**src/sv/edsim_pkg.sv**
```systemverilog
`timescale 1ns / 1ps
// ----------------------------------------------------------------------------
// edsim_pkg
// shared constants for the edit distance similarity unit: request modes,
// character and result field widths and the similarity scale
// ----------------------------------------------------------------------------

package edsim_pkg;

   typedef logic [1:0] mode_type;

   localparam mode_type MODE_APPEND = 2'd0;
   localparam mode_type MODE_QUERY  = 2'd1;
   localparam mode_type MODE_FINISH = 2'd2;
   localparam mode_type MODE_CLEAR  = 2'd3;

   localparam int CHAR_W = 21;
   localparam int DIST_W = 7;
   localparam int SIM_W  = 14;

   localparam logic [SIM_W-1:0] SIM_SCALE = 14'd10000;

endpackage

```
**src/sv/edsim_ram.sv**
```systemverilog
`timescale 1ns / 1ps
// ----------------------------------------------------------------------------
// edsim_ram
// single write port, single read port synchronous memory, registered read
// data, read returns the old contents on a same-address write
// ----------------------------------------------------------------------------

module edsim_ram #(
   parameter int WIDTH = 8,
   parameter int DEPTH = 2,
   parameter int AW    = 1
) (
   input  logic             clock,
   input  logic             wr_en,
   input  logic [AW-1:0]    wr_addr,
   input  logic [WIDTH-1:0] wr_data,
   input  logic [AW-1:0]    rd_addr,
   output logic [WIDTH-1:0] rd_data
);

   logic [WIDTH-1:0] mem_ff [DEPTH];
   logic [WIDTH-1:0] rd_data_ff;

   always_ff @(posedge clock) begin
      if (wr_en) begin
         mem_ff[wr_addr] <= wr_data;
      end
      rd_data_ff <= mem_ff[rd_addr];
   end

   assign rd_data = rd_data_ff;

endmodule

```
**src/sv/edsim_sim_calc.sv**
```systemverilog
`timescale 1ns / 1ps
// ----------------------------------------------------------------------------
// edsim_sim_calc
// similarity in hundredths of a percent: one constant multiply, then a
// restoring divide by the longer length, one quotient bit per cycle
// ----------------------------------------------------------------------------

module edsim_sim_calc #(
   parameter int CW = 7,
   parameter int DW = 8
) (
   input  logic                       clock,
   input  logic                       reset,
   input  logic                       start,
   input  logic [DW-1:0]              edit_dist,
   input  logic [CW-1:0]              maxlen,
   output logic                       done,
   output logic [edsim_pkg::SIM_W-1:0] sim
);

   localparam int SW  = edsim_pkg::SIM_W;
   localparam int PW  = CW + SW;
   localparam int STW = $clog2(SW);
   localparam logic [STW-1:0] LAST_STEP = STW'(SW - 1);

   logic           busy_ff, busy_in;
   logic           done_ff, done_in;
   logic [STW-1:0] step_ff, step_in;
   logic [PW-1:0]  rem_ff, rem_in;
   logic [PW-1:0]  dsh_ff, dsh_in;
   logic [SW-1:0]  quo_ff, quo_in;
   logic           zero_sim;
   logic [CW-1:0]  diff;
   logic [CW-1:0]  den;

   always_comb begin
      zero_sim = (maxlen == '0) || (edit_dist > DW'(maxlen));
      diff     = maxlen - CW'(edit_dist);
      den      = (maxlen == '0) ? CW'(1) : maxlen;
      busy_in  = busy_ff;
      done_in  = 1'b0;
      step_in  = step_ff;
      rem_in   = rem_ff;
      dsh_in   = dsh_ff;
      quo_in   = quo_ff;
      if (start) begin
         busy_in = 1'b1;
         step_in = '0;
         quo_in  = '0;
         rem_in  = zero_sim ? '0 : PW'(PW'(diff) * PW'(edsim_pkg::SIM_SCALE));
         dsh_in  = PW'(den) << (SW - 1);
      end else if (busy_ff) begin
         if (rem_ff >= dsh_ff) begin
            rem_in = rem_ff - dsh_ff;
            quo_in = {quo_ff[SW-2:0], 1'b1};
         end else begin
            quo_in = {quo_ff[SW-2:0], 1'b0};
         end
         dsh_in = dsh_ff >> 1;
         if (step_ff == LAST_STEP) begin
            busy_in = 1'b0;
            done_in = 1'b1;
         end else begin
            step_in = step_ff + STW'(1);
         end
      end
   end

   always_ff @(posedge clock) begin
      if (reset) begin
         busy_ff <= 1'b0;
         done_ff <= 1'b0;
      end else begin
         busy_ff <= busy_in;
         done_ff <= done_in;
      end
      step_ff <= step_in;
      rem_ff  <= rem_in;
      dsh_ff  <= dsh_in;
      quo_ff  <= quo_in;
   end

   assign done = done_ff;
   assign sim  = quo_ff;

endmodule

```
**src/sv/edit_distance_similarity_unit.sv**
```systemverilog
`timescale 1ns / 1ps
// ----------------------------------------------------------------------------
// edit_distance_similarity_unit
// levenshtein distance between a stored reference string and a streamed
// query, one dp row kept in a synchronous memory and walked once per query
// character
//
//   channel   direction   ports
//   req_      in          req_valid, req_stall, req_mode, req_char_code
//   rsp_      out         rsp_valid, rsp_stall, rsp_distance,
//                         rsp_similarity_hundredths, rsp_similarity_valid,
//                         rsp_overflow
//
// append: one reference character stored per request. query character:
// one dp cell per cycle through the row memory port, cells 0 to reference
// length. clear reference: row cells 1 to MAX_LEN rewritten. finish:
// multiply and divide, then the whole row rewritten. after reset the whole
// row is rewritten before the first request is taken. a result held by
// rsp_stall blocks only the next finish request.
// ----------------------------------------------------------------------------

module edit_distance_similarity_unit #(
   parameter int MAX_LEN = 64
) (
   input  logic                              clock,
   input  logic                              reset,
   input  logic                              req_valid,
   output logic                              req_stall,
   input  logic [1:0]                        req_mode,
   input  logic [edsim_pkg::CHAR_W-1:0]      req_char_code,
   output logic                              rsp_valid,
   input  logic                              rsp_stall,
   output logic [edsim_pkg::DIST_W-1:0]      rsp_distance,
   output logic [edsim_pkg::SIM_W-1:0]       rsp_similarity_hundredths,
   output logic                              rsp_similarity_valid,
   output logic                              rsp_overflow
);

   localparam int CW   = $clog2(MAX_LEN + 1);
   localparam int DW   = $clog2(2 * MAX_LEN + 1);
   localparam int RA_W = (MAX_LEN > 1) ? $clog2(MAX_LEN) : 1;
   localparam int CHW  = edsim_pkg::CHAR_W;
   localparam int DOW  = edsim_pkg::DIST_W;
   localparam int SW   = edsim_pkg::SIM_W;
   localparam logic [CW-1:0] LEN_MAX = CW'(MAX_LEN);

   localparam logic [2:0] ST_SWEEP   = 3'd0;
   localparam logic [2:0] ST_IDLE    = 3'd1;
   localparam logic [2:0] ST_FEED    = 3'd2;
   localparam logic [2:0] ST_FIN_RD  = 3'd3;
   localparam logic [2:0] ST_FIN_D   = 3'd4;
   localparam logic [2:0] ST_CALC_GO = 3'd5;
   localparam logic [2:0] ST_CALC    = 3'd6;
   localparam logic [2:0] ST_EMIT    = 3'd7;

   logic [2:0]     state_ff, state_in;
   logic [CW-1:0]  col_ff, col_in;
   logic           issue_done_ff, issue_done_in;
   logic           rvld_ff, rvld_in;
   logic [CW-1:0]  rcol_ff, rcol_in;
   logic [DW-1:0]  left_ff, left_in;
   logic [DW-1:0]  diag_ff, diag_in;
   logic [CW-1:0]  ref_len_ff, ref_len_in;
   logic [CW-1:0]  q_len_ff, q_len_in;
   logic           ovf_ff, ovf_in;
   logic [CHW-1:0] char_ff, char_in;
   logic [DW-1:0]  dist_ff, dist_in;
   logic [CW-1:0]  maxlen_ff, maxlen_in;
   logic           sim_valid_ff, sim_valid_in;

   logic           rsp_valid_ff, rsp_valid_in;
   logic [DOW-1:0] rsp_distance_ff, rsp_distance_in;
   logic [SW-1:0]  rsp_sim_ff, rsp_sim_in;
   logic           rsp_sim_valid_ff, rsp_sim_valid_in;
   logic           rsp_overflow_ff, rsp_overflow_in;

   logic           dp_we;
   logic [CW-1:0]  dp_waddr;
   logic [DW-1:0]  dp_wdata;
   logic [CW-1:0]  dp_raddr;
   logic [DW-1:0]  dp_rd;
   logic           ref_we;
   logic [RA_W-1:0] ref_waddr;
   logic [RA_W-1:0] ref_raddr;
   logic [CHW-1:0] ref_rd;
   logic [CW-1:0]  col_m1;

   logic           calc_start;
   logic           calc_done;
   logic [SW-1:0]  calc_sim;

   logic [DW-1:0]  cost_up;
   logic [DW-1:0]  cost_left;
   logic [DW-1:0]  cost_diag;
   logic [DW-1:0]  best;

   // reference characters
   edsim_ram #(
      .WIDTH (CHW),
      .DEPTH (MAX_LEN),
      .AW    (RA_W)
   ) u_ref_mem (
      .clock   (clock),
      .wr_en   (ref_we),
      .wr_addr (ref_waddr),
      .wr_data (req_char_code),
      .rd_addr (ref_raddr),
      .rd_data (ref_rd)
   );

   // dp row, one cell per reference column
   edsim_ram #(
      .WIDTH (DW),
      .DEPTH (MAX_LEN + 1),
      .AW    (CW)
   ) u_dp_mem (
      .clock   (clock),
      .wr_en   (dp_we),
      .wr_addr (dp_waddr),
      .wr_data (dp_wdata),
      .rd_addr (dp_raddr),
      .rd_data (dp_rd)
   );

   edsim_sim_calc #(
      .CW (CW),
      .DW (DW)
   ) u_sim_calc (
      .clock     (clock),
      .reset     (reset),
      .start     (calc_start),
      .edit_dist (dist_ff),
      .maxlen    (maxlen_ff),
      .done      (calc_done),
      .sim       (calc_sim)
   );

   // cell update: min of up + 1, left + 1, diagonal + mismatch
   always_comb begin
      cost_up   = dp_rd + DW'(1);
      cost_left = left_ff + DW'(1);
      cost_diag = diag_ff + ((ref_rd == char_ff) ? DW'(0) : DW'(1));
      best      = cost_up;
      if (cost_left < best) begin
         best = cost_left;
      end
      if (cost_diag < best) begin
         best = cost_diag;
      end
   end

   always_comb begin
      state_in         = state_ff;
      col_in           = col_ff;
      issue_done_in    = issue_done_ff;
      rvld_in          = 1'b0;
      rcol_in          = col_ff;
      left_in          = left_ff;
      diag_in          = diag_ff;
      ref_len_in       = ref_len_ff;
      q_len_in         = q_len_ff;
      ovf_in           = ovf_ff;
      char_in          = char_ff;
      dist_in          = dist_ff;
      maxlen_in        = maxlen_ff;
      sim_valid_in     = sim_valid_ff;
      rsp_valid_in     = rsp_valid_ff;
      rsp_distance_in  = rsp_distance_ff;
      rsp_sim_in       = rsp_sim_ff;
      rsp_sim_valid_in = rsp_sim_valid_ff;
      rsp_overflow_in  = rsp_overflow_ff;
      dp_we            = 1'b0;
      dp_waddr         = col_ff;
      dp_wdata         = DW'(col_ff);
      dp_raddr         = col_ff;
      ref_we           = 1'b0;
      ref_waddr        = ref_len_ff[RA_W-1:0];
      col_m1           = col_ff - CW'(1);
      ref_raddr        = col_m1[RA_W-1:0];
      calc_start       = 1'b0;

      if (rsp_valid_ff && !rsp_stall) begin
         rsp_valid_in = 1'b0;
      end

      case (state_ff)
         ST_SWEEP: begin
            dp_we = 1'b1;
            if (col_ff == LEN_MAX) begin
               state_in = ST_IDLE;
            end else begin
               col_in = col_ff + CW'(1);
            end
         end
         ST_IDLE: begin
            if (req_valid) begin
               case (req_mode)
                  edsim_pkg::MODE_APPEND: begin
                     if (ref_len_ff == LEN_MAX) begin
                        ovf_in = 1'b1;
                     end else begin
                        ref_we     = 1'b1;
                        ref_len_in = ref_len_ff + CW'(1);
                     end
                  end
                  edsim_pkg::MODE_QUERY: begin
                     if (q_len_ff == LEN_MAX) begin
                        ovf_in = 1'b1;
                     end else begin
                        q_len_in      = q_len_ff + CW'(1);
                        char_in       = req_char_code;
                        col_in        = '0;
                        issue_done_in = 1'b0;
                        state_in      = ST_FEED;
                     end
                  end
                  edsim_pkg::MODE_FINISH: begin
                     state_in = ST_FIN_RD;
                  end
                  edsim_pkg::MODE_CLEAR: begin
                     ref_len_in = '0;
                     col_in     = CW'(1);
                     state_in   = ST_SWEEP;
                  end
                  default: begin
                     state_in = ST_IDLE;
                  end
               endcase
            end
         end
         ST_FEED: begin
            // issue reads of cell j and reference char j-1
            if (!issue_done_ff) begin
               rvld_in = 1'b1;
               rcol_in = col_ff;
               if (col_ff == ref_len_ff) begin
                  issue_done_in = 1'b1;
               end else begin
                  col_in = col_ff + CW'(1);
               end
            end
            // write back the cell whose read data has arrived
            if (rvld_ff) begin
               dp_we    = 1'b1;
               dp_waddr = rcol_ff;
               diag_in  = dp_rd;
               if (rcol_ff == '0) begin
                  dp_wdata = DW'(q_len_ff);
                  left_in  = DW'(q_len_ff);
               end else begin
                  dp_wdata = best;
                  left_in  = best;
               end
               if (rcol_ff == ref_len_ff) begin
                  state_in = ST_IDLE;
               end
            end
         end
         ST_FIN_RD: begin
            dp_raddr = ref_len_ff;
            state_in = ST_FIN_D;
         end
         ST_FIN_D: begin
            dist_in      = dp_rd;
            maxlen_in    = (ref_len_ff > q_len_ff) ? ref_len_ff : q_len_ff;
            sim_valid_in = (ref_len_ff != '0) || (q_len_ff != '0);
            state_in     = ST_CALC_GO;
         end
         ST_CALC_GO: begin
            calc_start = 1'b1;
            state_in   = ST_CALC;
         end
         ST_CALC: begin
            if (calc_done) begin
               state_in = ST_EMIT;
            end
         end
         ST_EMIT: begin
            if (!rsp_valid_ff || !rsp_stall) begin
               rsp_valid_in     = 1'b1;
               rsp_distance_in  = DOW'(dist_ff);
               rsp_sim_in       = calc_sim;
               rsp_sim_valid_in = sim_valid_ff;
               rsp_overflow_in  = ovf_ff;
               q_len_in         = '0;
               col_in           = '0;
               state_in         = ST_SWEEP;
            end
         end
         default: begin
            state_in = ST_IDLE;
         end
      endcase
   end

   always_ff @(posedge clock) begin
      if (reset) begin
         state_ff      <= ST_SWEEP;
         col_ff        <= '0;
         issue_done_ff <= 1'b1;
         rvld_ff       <= 1'b0;
         ref_len_ff    <= '0;
         q_len_ff      <= '0;
         ovf_ff        <= 1'b0;
         rsp_valid_ff  <= 1'b0;
      end else begin
         state_ff      <= state_in;
         col_ff        <= col_in;
         issue_done_ff <= issue_done_in;
         rvld_ff       <= rvld_in;
         ref_len_ff    <= ref_len_in;
         q_len_ff      <= q_len_in;
         ovf_ff        <= ovf_in;
         rsp_valid_ff  <= rsp_valid_in;
      end
      rcol_ff          <= rcol_in;
      left_ff          <= left_in;
      diag_ff          <= diag_in;
      char_ff          <= char_in;
      dist_ff          <= dist_in;
      maxlen_ff        <= maxlen_in;
      sim_valid_ff     <= sim_valid_in;
      rsp_distance_ff  <= rsp_distance_in;
      rsp_sim_ff       <= rsp_sim_in;
      rsp_sim_valid_ff <= rsp_sim_valid_in;
      rsp_overflow_ff  <= rsp_overflow_in;
   end

   assign req_stall                 = (state_ff != ST_IDLE);
   assign rsp_valid                 = rsp_valid_ff;
   assign rsp_distance              = rsp_distance_ff;
   assign rsp_similarity_hundredths = rsp_sim_ff;
   assign rsp_similarity_valid      = rsp_sim_valid_ff;
   assign rsp_overflow              = rsp_overflow_ff;

endmodule

```
**config.mk**
```make
export PLATFORM = sky130hd
export DESIGN_NAME = edit_distance_similarity_unit
export DESIGN_NICKNAME = d
export VERILOG_FILES = /design/src/sv/edsim_pkg.sv /design/src/sv/edsim_ram.sv /design/src/sv/edsim_sim_calc.sv /design/src/sv/edit_distance_similarity_unit.sv
export SDC_FILE = /design/constraint.sdc
export NUM_CORES = 2
export LEC_CHECK = 0
export ABC_AREA = 1
export BUFFER_PORTS_ARGS = -buffer_cell sky130_fd_sc_hd__buf_2
export CAP_MARGIN = 20
export CORE_MARGIN = 10
export CORE_UTILIZATION = 24
export CTS_CLUSTER_SIZE = 30
export DETAILED_ROUTE_END_ITERATION = 10
export MAX_ROUTING_LAYER = met4
export PLACE_DENSITY = 0.42
export SETUP_SLACK_MARGIN = 0.4
export SLEW_MARGIN = 0
export SYNTH_ARGS = -nofsm -noshare
export SYNTH_HDL_FRONTEND = slang
export SYNTH_SLANG_ARGS = --single-unit
```
**constraint.sdc**
```tcl
create_clock -name clock -period 6.65 [get_ports clock]
set_input_delay 0.665 -clock clock [delete_from_list [all_inputs] [get_ports clock]]
set_output_delay 0.665 -clock clock [all_outputs]
set_load 0.02 [all_outputs]
```
Yosys cells after proc, flatten, opt, wreduce, memory -nomap -nowiden

Memory sizes are Yosys's and may differ from the RTL's. A register that Yosys moved wholly into a read port is not among the register bits.
Index checks and enable logic that the tools add are counted.

Bits in registers: 172
RAM bits: 1864
Input port bits: 27
Word-level logic and storage cells: 184
Memories: 2

Memory list:

| name             | depth | width | rd ports | clocked after Yosys merged registers in | wr ports | RTL line        | source |
|---|---|---|---|---|---|---|---|
| u_ref_mem.mem_ff | 64    | 21    | 1        | 1                                       | 1        | edsim_ram.sv:21 | `logic [WIDTH-1:0] mem_ff [DEPTH];` |
| u_dp_mem.mem_ff  | 65    | 8     | 1        | 1                                       | 1        | edsim_ram.sv:21 |  |

Add/sub/neg operators: 10
$mul: 1
Magnitude comparators: 5
Equal/unequal tests: 35
Mux-type cells: 69
Bitwise gates (word level): 4
Reductions and logical operators: 32

Operators with widths:

| kind                                               | number |
|---|---|
| 2-to-1 mux 7 bit                                   | 15 |
| 2-to-1 mux 21 bit                                  | 4 |
| case mux 7 bit (2 select lines)                    | 3 |
| 2-to-1 mux 20 bit                                  | 2 |
| 2-to-1 mux 8 bit                                   | 5 |
| case mux 7 bit (4 select lines)                    | 1 |
| 2-to-1 mux 1 bit                                   | 27 |
| != test 2 bit, second input constant               | 13 |
| case mux 3 bit (8 select lines)                    | 1 |
| adder 7 x 1 -> 7 bit, second input constant        | 3 |
| == test 21 bit                                     | 1 |
| == test 7 bit, second input constant               | 3 |
| greater-or-equal comparator 21 x 20 -> 1 bit       | 1 |
| 2-to-1 mux 3 bit                                   | 7 |
| subtractor 21 x 20 -> 21 bit                       | 1 |
| multiplier 7 x 10 -> 17 bit, second input constant | 1 |
| adder 8 x 1 -> 8 bit, second input constant        | 2 |
| < comparator 8 bit                                 | 2 |
| AND reduction 8 bit                                | 2 |
| == test 7 bit                                      | 2 |
| logical NOT 7 bit                                  | 2 |
| nonzero test 7 bit                                 | 2 |
| == test 3 bit, second input constant               | 4 |
| AND reduction 4 bit                                | 3 |
| other kinds (30)                                   | 49 |

Longest topological paths before layout

Depth after elaboration: 8
Mapped depth: 30

Modules after synthesis

A second synthesis with hierarchy kept.

Cell total of the unflattened synthesis: 7733
Area total of the unflattened synthesis: 87396.3 um2

By module, submodules not included:

| module                        | instances | cells each | area an instance (um2) |
|---|---|---|---|
| edsim_ram (u_ref_mem)         | 1         | 4587       | 54762.5 |
| edsim_ram (u_dp_mem)          | 1         | 1827       | 21570.7 |
| edit_distance_similarity_unit | 1         | 651        | 5997.0 |
| edsim_sim_calc                | 1         | 668        | 5066.1 |

Worst setup path before layout

No wires, ideal clock.

Path kind: register to register
Start: reg u_dp_mem.rd_data_ff[0] (netlist: u_dp_mem.rd_data[0]), read port of u_dp_mem.mem_ff
End: mem u_dp_mem.mem_ff[0][7] (data pin)
Library setup time: 0.504 ns
Arrival time: 5.129 ns
Setup slack: 1.017 ns
Stages on the path, launching flop included: 20
Buffers on the path: 1
Path through: dfxtp_1 > nand3_1 > nand3b_1 > nand3b_1 > xor2_1 > ha_1 > nand2_1 > o21a_1 > nand2_1 > clkbuf_1 > nand2_1 > o21ai_0 > ha_1 > a21oi_1 > nor2_1 > a211oi_1 > nand2_1 > nand2_1 > nand3_1 > nor2_1

Word-level cells in the longest chain between the ends: 8

RTL lines:

| what                   | RTL line                             | source |
|---|---|---|
| from (decl)            | edsim_ram.sv:22                      | `logic [WIDTH-1:0] rd_data_ff;` |
| adder 8 x 1 -> 8 bit * | edit_distance_similarity_unit.sv:140 | `cost_up = dp_rd + DW'(1);` |
| < comparator 8 bit     | edit_distance_similarity_unit.sv:144 | `if (cost_left < best) begin` |
| 2-to-1 mux 8 bit *     | edit_distance_similarity_unit.sv:144 |  |
| < comparator 8 bit     | edit_distance_similarity_unit.sv:147 | `if (cost_diag < best) begin` |
| 2-to-1 mux 8 bit *     | edit_distance_similarity_unit.sv:147 |  |
| 2-to-1 mux 8 bit *     | edit_distance_similarity_unit.sv:247 | `if (rcol_ff == '0) begin` |
| 2-to-1 mux 8 bit *     | edit_distance_similarity_unit.sv:243 | `if (rvld_ff) begin` |
| 2-to-1 mux 8 bit *     | edit_distance_similarity_unit.sv:186 | `case (state_ff)` |
| net dp_wdata[7]        | edit_distance_similarity_unit.sv:79  | `logic [DW-1:0] dp_wdata;` |
| to (decl)              | edsim_ram.sv:21                      |  |

The timed path passes the listed nets; every way through them passes the cells marked *.

Final worst setup path

Start: reg maxlen_ff[0]
End: reg u_sim_calc.rem_ff[19] (data pin)

Word-level cells in the longest chain between the ends: 4
Elaborated cells between the ends (all ways): 7
Classes of those cells: 1 x add/sub; 1 x mul; 1 x order compare; 2 x mux; 2 x reduce/logical

RTL lines:

| what                                                                   | RTL line                                   | source |
|---|---|---|
| from (decl)                                                            | edit_distance_similarity_unit.sv:68        | `logic [CW-1:0] maxlen_ff, maxlen_in;` |
| from (signal assigned)                                                 | edit_distance_similarity_unit.sv:321       | `maxlen_ff <= maxlen_in;` |
| subtractor 7 bit (tied with other cells)                               | edsim_sim_calc.sv:38                       | `diff = maxlen - CW'(edit_dist);` |
| multiplier 7 x 10 -> 17 bit / logical OR 1 bit (equally long branches) | edsim_sim_calc.sv:50, edsim_sim_calc.sv:37 |  |
| 2-to-1 mux 21 bit *                                                    | edsim_sim_calc.sv:50                       | `rem_in = zero_sim ? '0 : PW'(PW'(diff) * PW'(edsim_pkg::SIM_SCALE));` |
| 2-to-1 mux 21 bit *                                                    | edsim_sim_calc.sv:46                       | `if (start) begin` |
| net u_sim_calc.rem_in[19]                                              | edsim_sim_calc.sv:29                       | `logic [PW-1:0] rem_ff, rem_in;` |
| to (signal assigned)                                                   | edsim_sim_calc.sv:78                       | `rem_ff <= rem_in;` |
| to (decl)                                                              | edsim_sim_calc.sv:29                       |  |

Marked as above.
A chain may end at the register's enable or synchronous reset.

==> impl_metrics.yaml <==
critical_path:
  cp-end-kind: "flip-flop"
  crit_arrival_ns: 6.10
  cpMostUsedCell: "nand2_1"
  cp_max_fo: 4
  slowest_delay_ns: 0.44
  crit_path_top_delay_cell: "fa_1"
  worst_setup_path_start_kind: "flip-flop"
  cp_num_buf_inv: 4
  crit_family: "adder cells"
  ff2ff_setup_slack_ns: 1.15
  path_class: "reg2reg"
  cp_data_required_time_ns: 7.25
timing:
  slew_headroom: 0.241
  finalSetupViolCount: 0
  tightest_slew_ns: 1.14
  hold_viol_final: 0
  slew_violations: 0
  post-route-period-util: 0.827
  finClkSkew_ns: 0.101
  rsz0062_at_grt: "false"
  finalSetupTns_ns: 0
  max_freq_mhz: 182
  min_period_ns: 5.50
hold_path:
  hold_path.class: "in2reg"
clocking:
  cts_resized: 0
  htree_levels: 4
  clkTransAtPathRegs_ns: 0.06
  postCtsHoldBufs: 0
  clkLatencyLatePin_ns: 0.92
  cts_tree: "yes"
  cts_setup_buffers: 0
  cts_buffers: 229
  clk_root_buffer_cell: "clkbuf_16"
  cts_buffer_depth: 4
  cts_sinks: 2065
floorplan:
  die_w_um: 613
  io_pins: 52
  placementRows: 217
  die_h_um: 613
  core_area_mm2: 0.350
  die_area_mm2: 0.376
  initial_utilization: 0.241
yosys:
  synth_top_area_cell: "edfxtp_1"
  synth_nets: 6398
  synth.most_common_cell: "edfxtp_1"
  yosysSeqAreaShare: 0.724
  synth.area.top_cells: "edfxtp_1 70%, nor2_1 4.6%, o21ai_0 3.7%"
  yosysWarningCount: 0
  synth_flop_cell: "edfxtp_1"
  synth_edf_count: 1968
  postSynthAreaPerCell_um2: 13.5
  ys_ff_latch: 2065
  synth.cells.most_frequent: "1,968 x edfxtp_1, 1,044 x nor2_1, 623 x o21ai_0, 309 x nand3_1, 286 x clkbuf_1"
  yosysUniqueCellTypes: 56
  synth_top_area_share: 0.701
  synthCells: 6262
  async_reset_ff_frac: 0
  synth_area_mm2: 0.0844
placement:
  detailed_place_hpwl_um: 141000
  portBuffers: 51
  gp_congestion: 0.779
final_layout:
  nets: 6484
  fill_cells: 35439
  fin_util: 0.280
  seq_area_mm2: 0.0610
  drive_gt1_frac: 0.104
  multi_input_area_mm2: 0.0211
  syn_to_final_growth_pct: 16.0
routing:
  vias: 52004
  remaining_drc_errors: 0
  viasPerCell: 4.67
  routed_wl_um: 255000
  drtIter0Drc: 4126
  first_pass_iters: 6
  antenna_left: 0
  wl_per_cell_um: 22.9
power_and_ir_drop:
  max-vdd-ir-drop_mv: 0.299
  powerDensity_mw_per_mm2: 396
  p_leak_nw: 31.1
status:
  outcome: "completed"
grt:
  antenna_found_initial: 10
  track_usage: 0.134
  grt_pass1_wl_um: 368000
  grt_overflow: 0
  grt_pass1_vias: 51070
  grt_max_degree: 188
run:
  max_cap_viol_count: 0
## cells by family after synthesis
| kind of cell | synth area share |
|---|---|
| flip-flops | 0.724 |
| adder cells (fa/ha/maj) | 0.0170 |
| XOR/XNOR | 0.00696 |
| AND/OR/NAND/NOR | 0.0846 |
| multiplexers | 0.0276 |
| AO/OA/AOI/OAI | 0.111 |
| buffers and inverters | 0.0295 |
## flip-flops by register name, summed over array words and instances (netlist names), 8 cells and up
signal and flops:
char_ff 21, diag_ff 8, dist_ff 8, left_ff 8, rsp_similarity_hundredths 14, u_dp_mem.mem_ff 520, u_dp_mem.rd_data 8, u_ref_mem.mem_ff 1344
u_ref_mem.rd_data 21, u_sim_calc.dsh_ff 20, u_sim_calc.rem_ff 21, u_sim_calc.sim 14
## area by class of cell
type	instances	share of cell area
tap	4599	0.0588
clock buffer	289	0.0616
sequential	2065	0.624
clock inverter	118	0.0105
inverter	221	0.00875
timing repair buffer	247	0.0206
antenna	3	0.0000767
multi-input combinational	3584	0.216
## metal layers
| layer | routed length (µm) | GRT usage | vias to the layer above |
|---|---|---|---|
| met5 | 0 | - | - |
| met4 | 6890 | 0.0339 | 0 |
| met2 | 123000 | 0.221 | 1199 |
| met3 | 11300 | 0.0163 | 370 |
| li1 | - | - | 23878 |
| met1 | 113000 | 0.176 | 26557 |
## power by group
group          internal, mW  switching (mW)
registers              14.6           0.148
logic                  3.29            8.54
clock network          7.02            5.19
total                  24.9            13.9
## worst register-to-register path: cells and delay by family (launching register included)
family | cells | cell delay (ns)
buffers and inverters | 4 | 0.34
AND/OR/NAND/NOR | 13 | 1.63
adder cells (fa/ha/maj) | 7 | 2.15
XOR/XNOR | 2 | 0.35
AO/OA/AOI/OAI | 4 | 0.41
flip-flops | 1 | 0.43
## stage by stage
step	power, mW	setup slack, ns	cells	hold slack, ns	area (µm²)
after floorplan	22.2	1.02	6262	0.326	84400
after global placement	26.9	1.05	10697	0.416	90500
after detailed placement	27.0	1.16	10712	0.413	90700
after CTS	39.3	1.15	11119	0.110	97800
after global routing	40.7	0.752	11125	0.147	97900
final	38.8	1.15	11126	0.174	97900
## path summary, 6_finish.rpt
path,start,to,cells after the start
worst min-delay path,reset,ref_len_ff[1]$_SDFFE_PP0P_,2
worst min register to register,ovf_ff$_SDFFE_PP0P_,rsp_overflow$_DFFE_PP_,0
worst max register to register,maxlen_ff[0]$_DFFE_PP_,u_sim_calc.rem_ff[19]$_DFFE_PP_,30
worst max-delay path,maxlen_ff[0]$_DFFE_PP_,u_sim_calc.rem_ff[19]$_DFFE_PP_,30
## cells in the final DEF, fill, tap and decap left out, types with 37 or more instances in the layout
cell          n
nor3_1       37
a21oi_1      68
xor2_1       40
clkinv_1     50
o211ai_1    207
nor2_1      978
nor2_2       67
nand3_1     309
o21ai_1      38
o22ai_1      81
dfxtp_1      96
o221ai_1    251
o32ai_1      99
clkinv_2     41
o21ai_0     622
buf_4       168
clkbuf_1     56
clkbuf_16   232
buf_2        51
nand2_1     275
inv_1       203
edfxtp_1   1968
mux2i_1     233
ha_1         99
(Power assumes the default switching activity.)
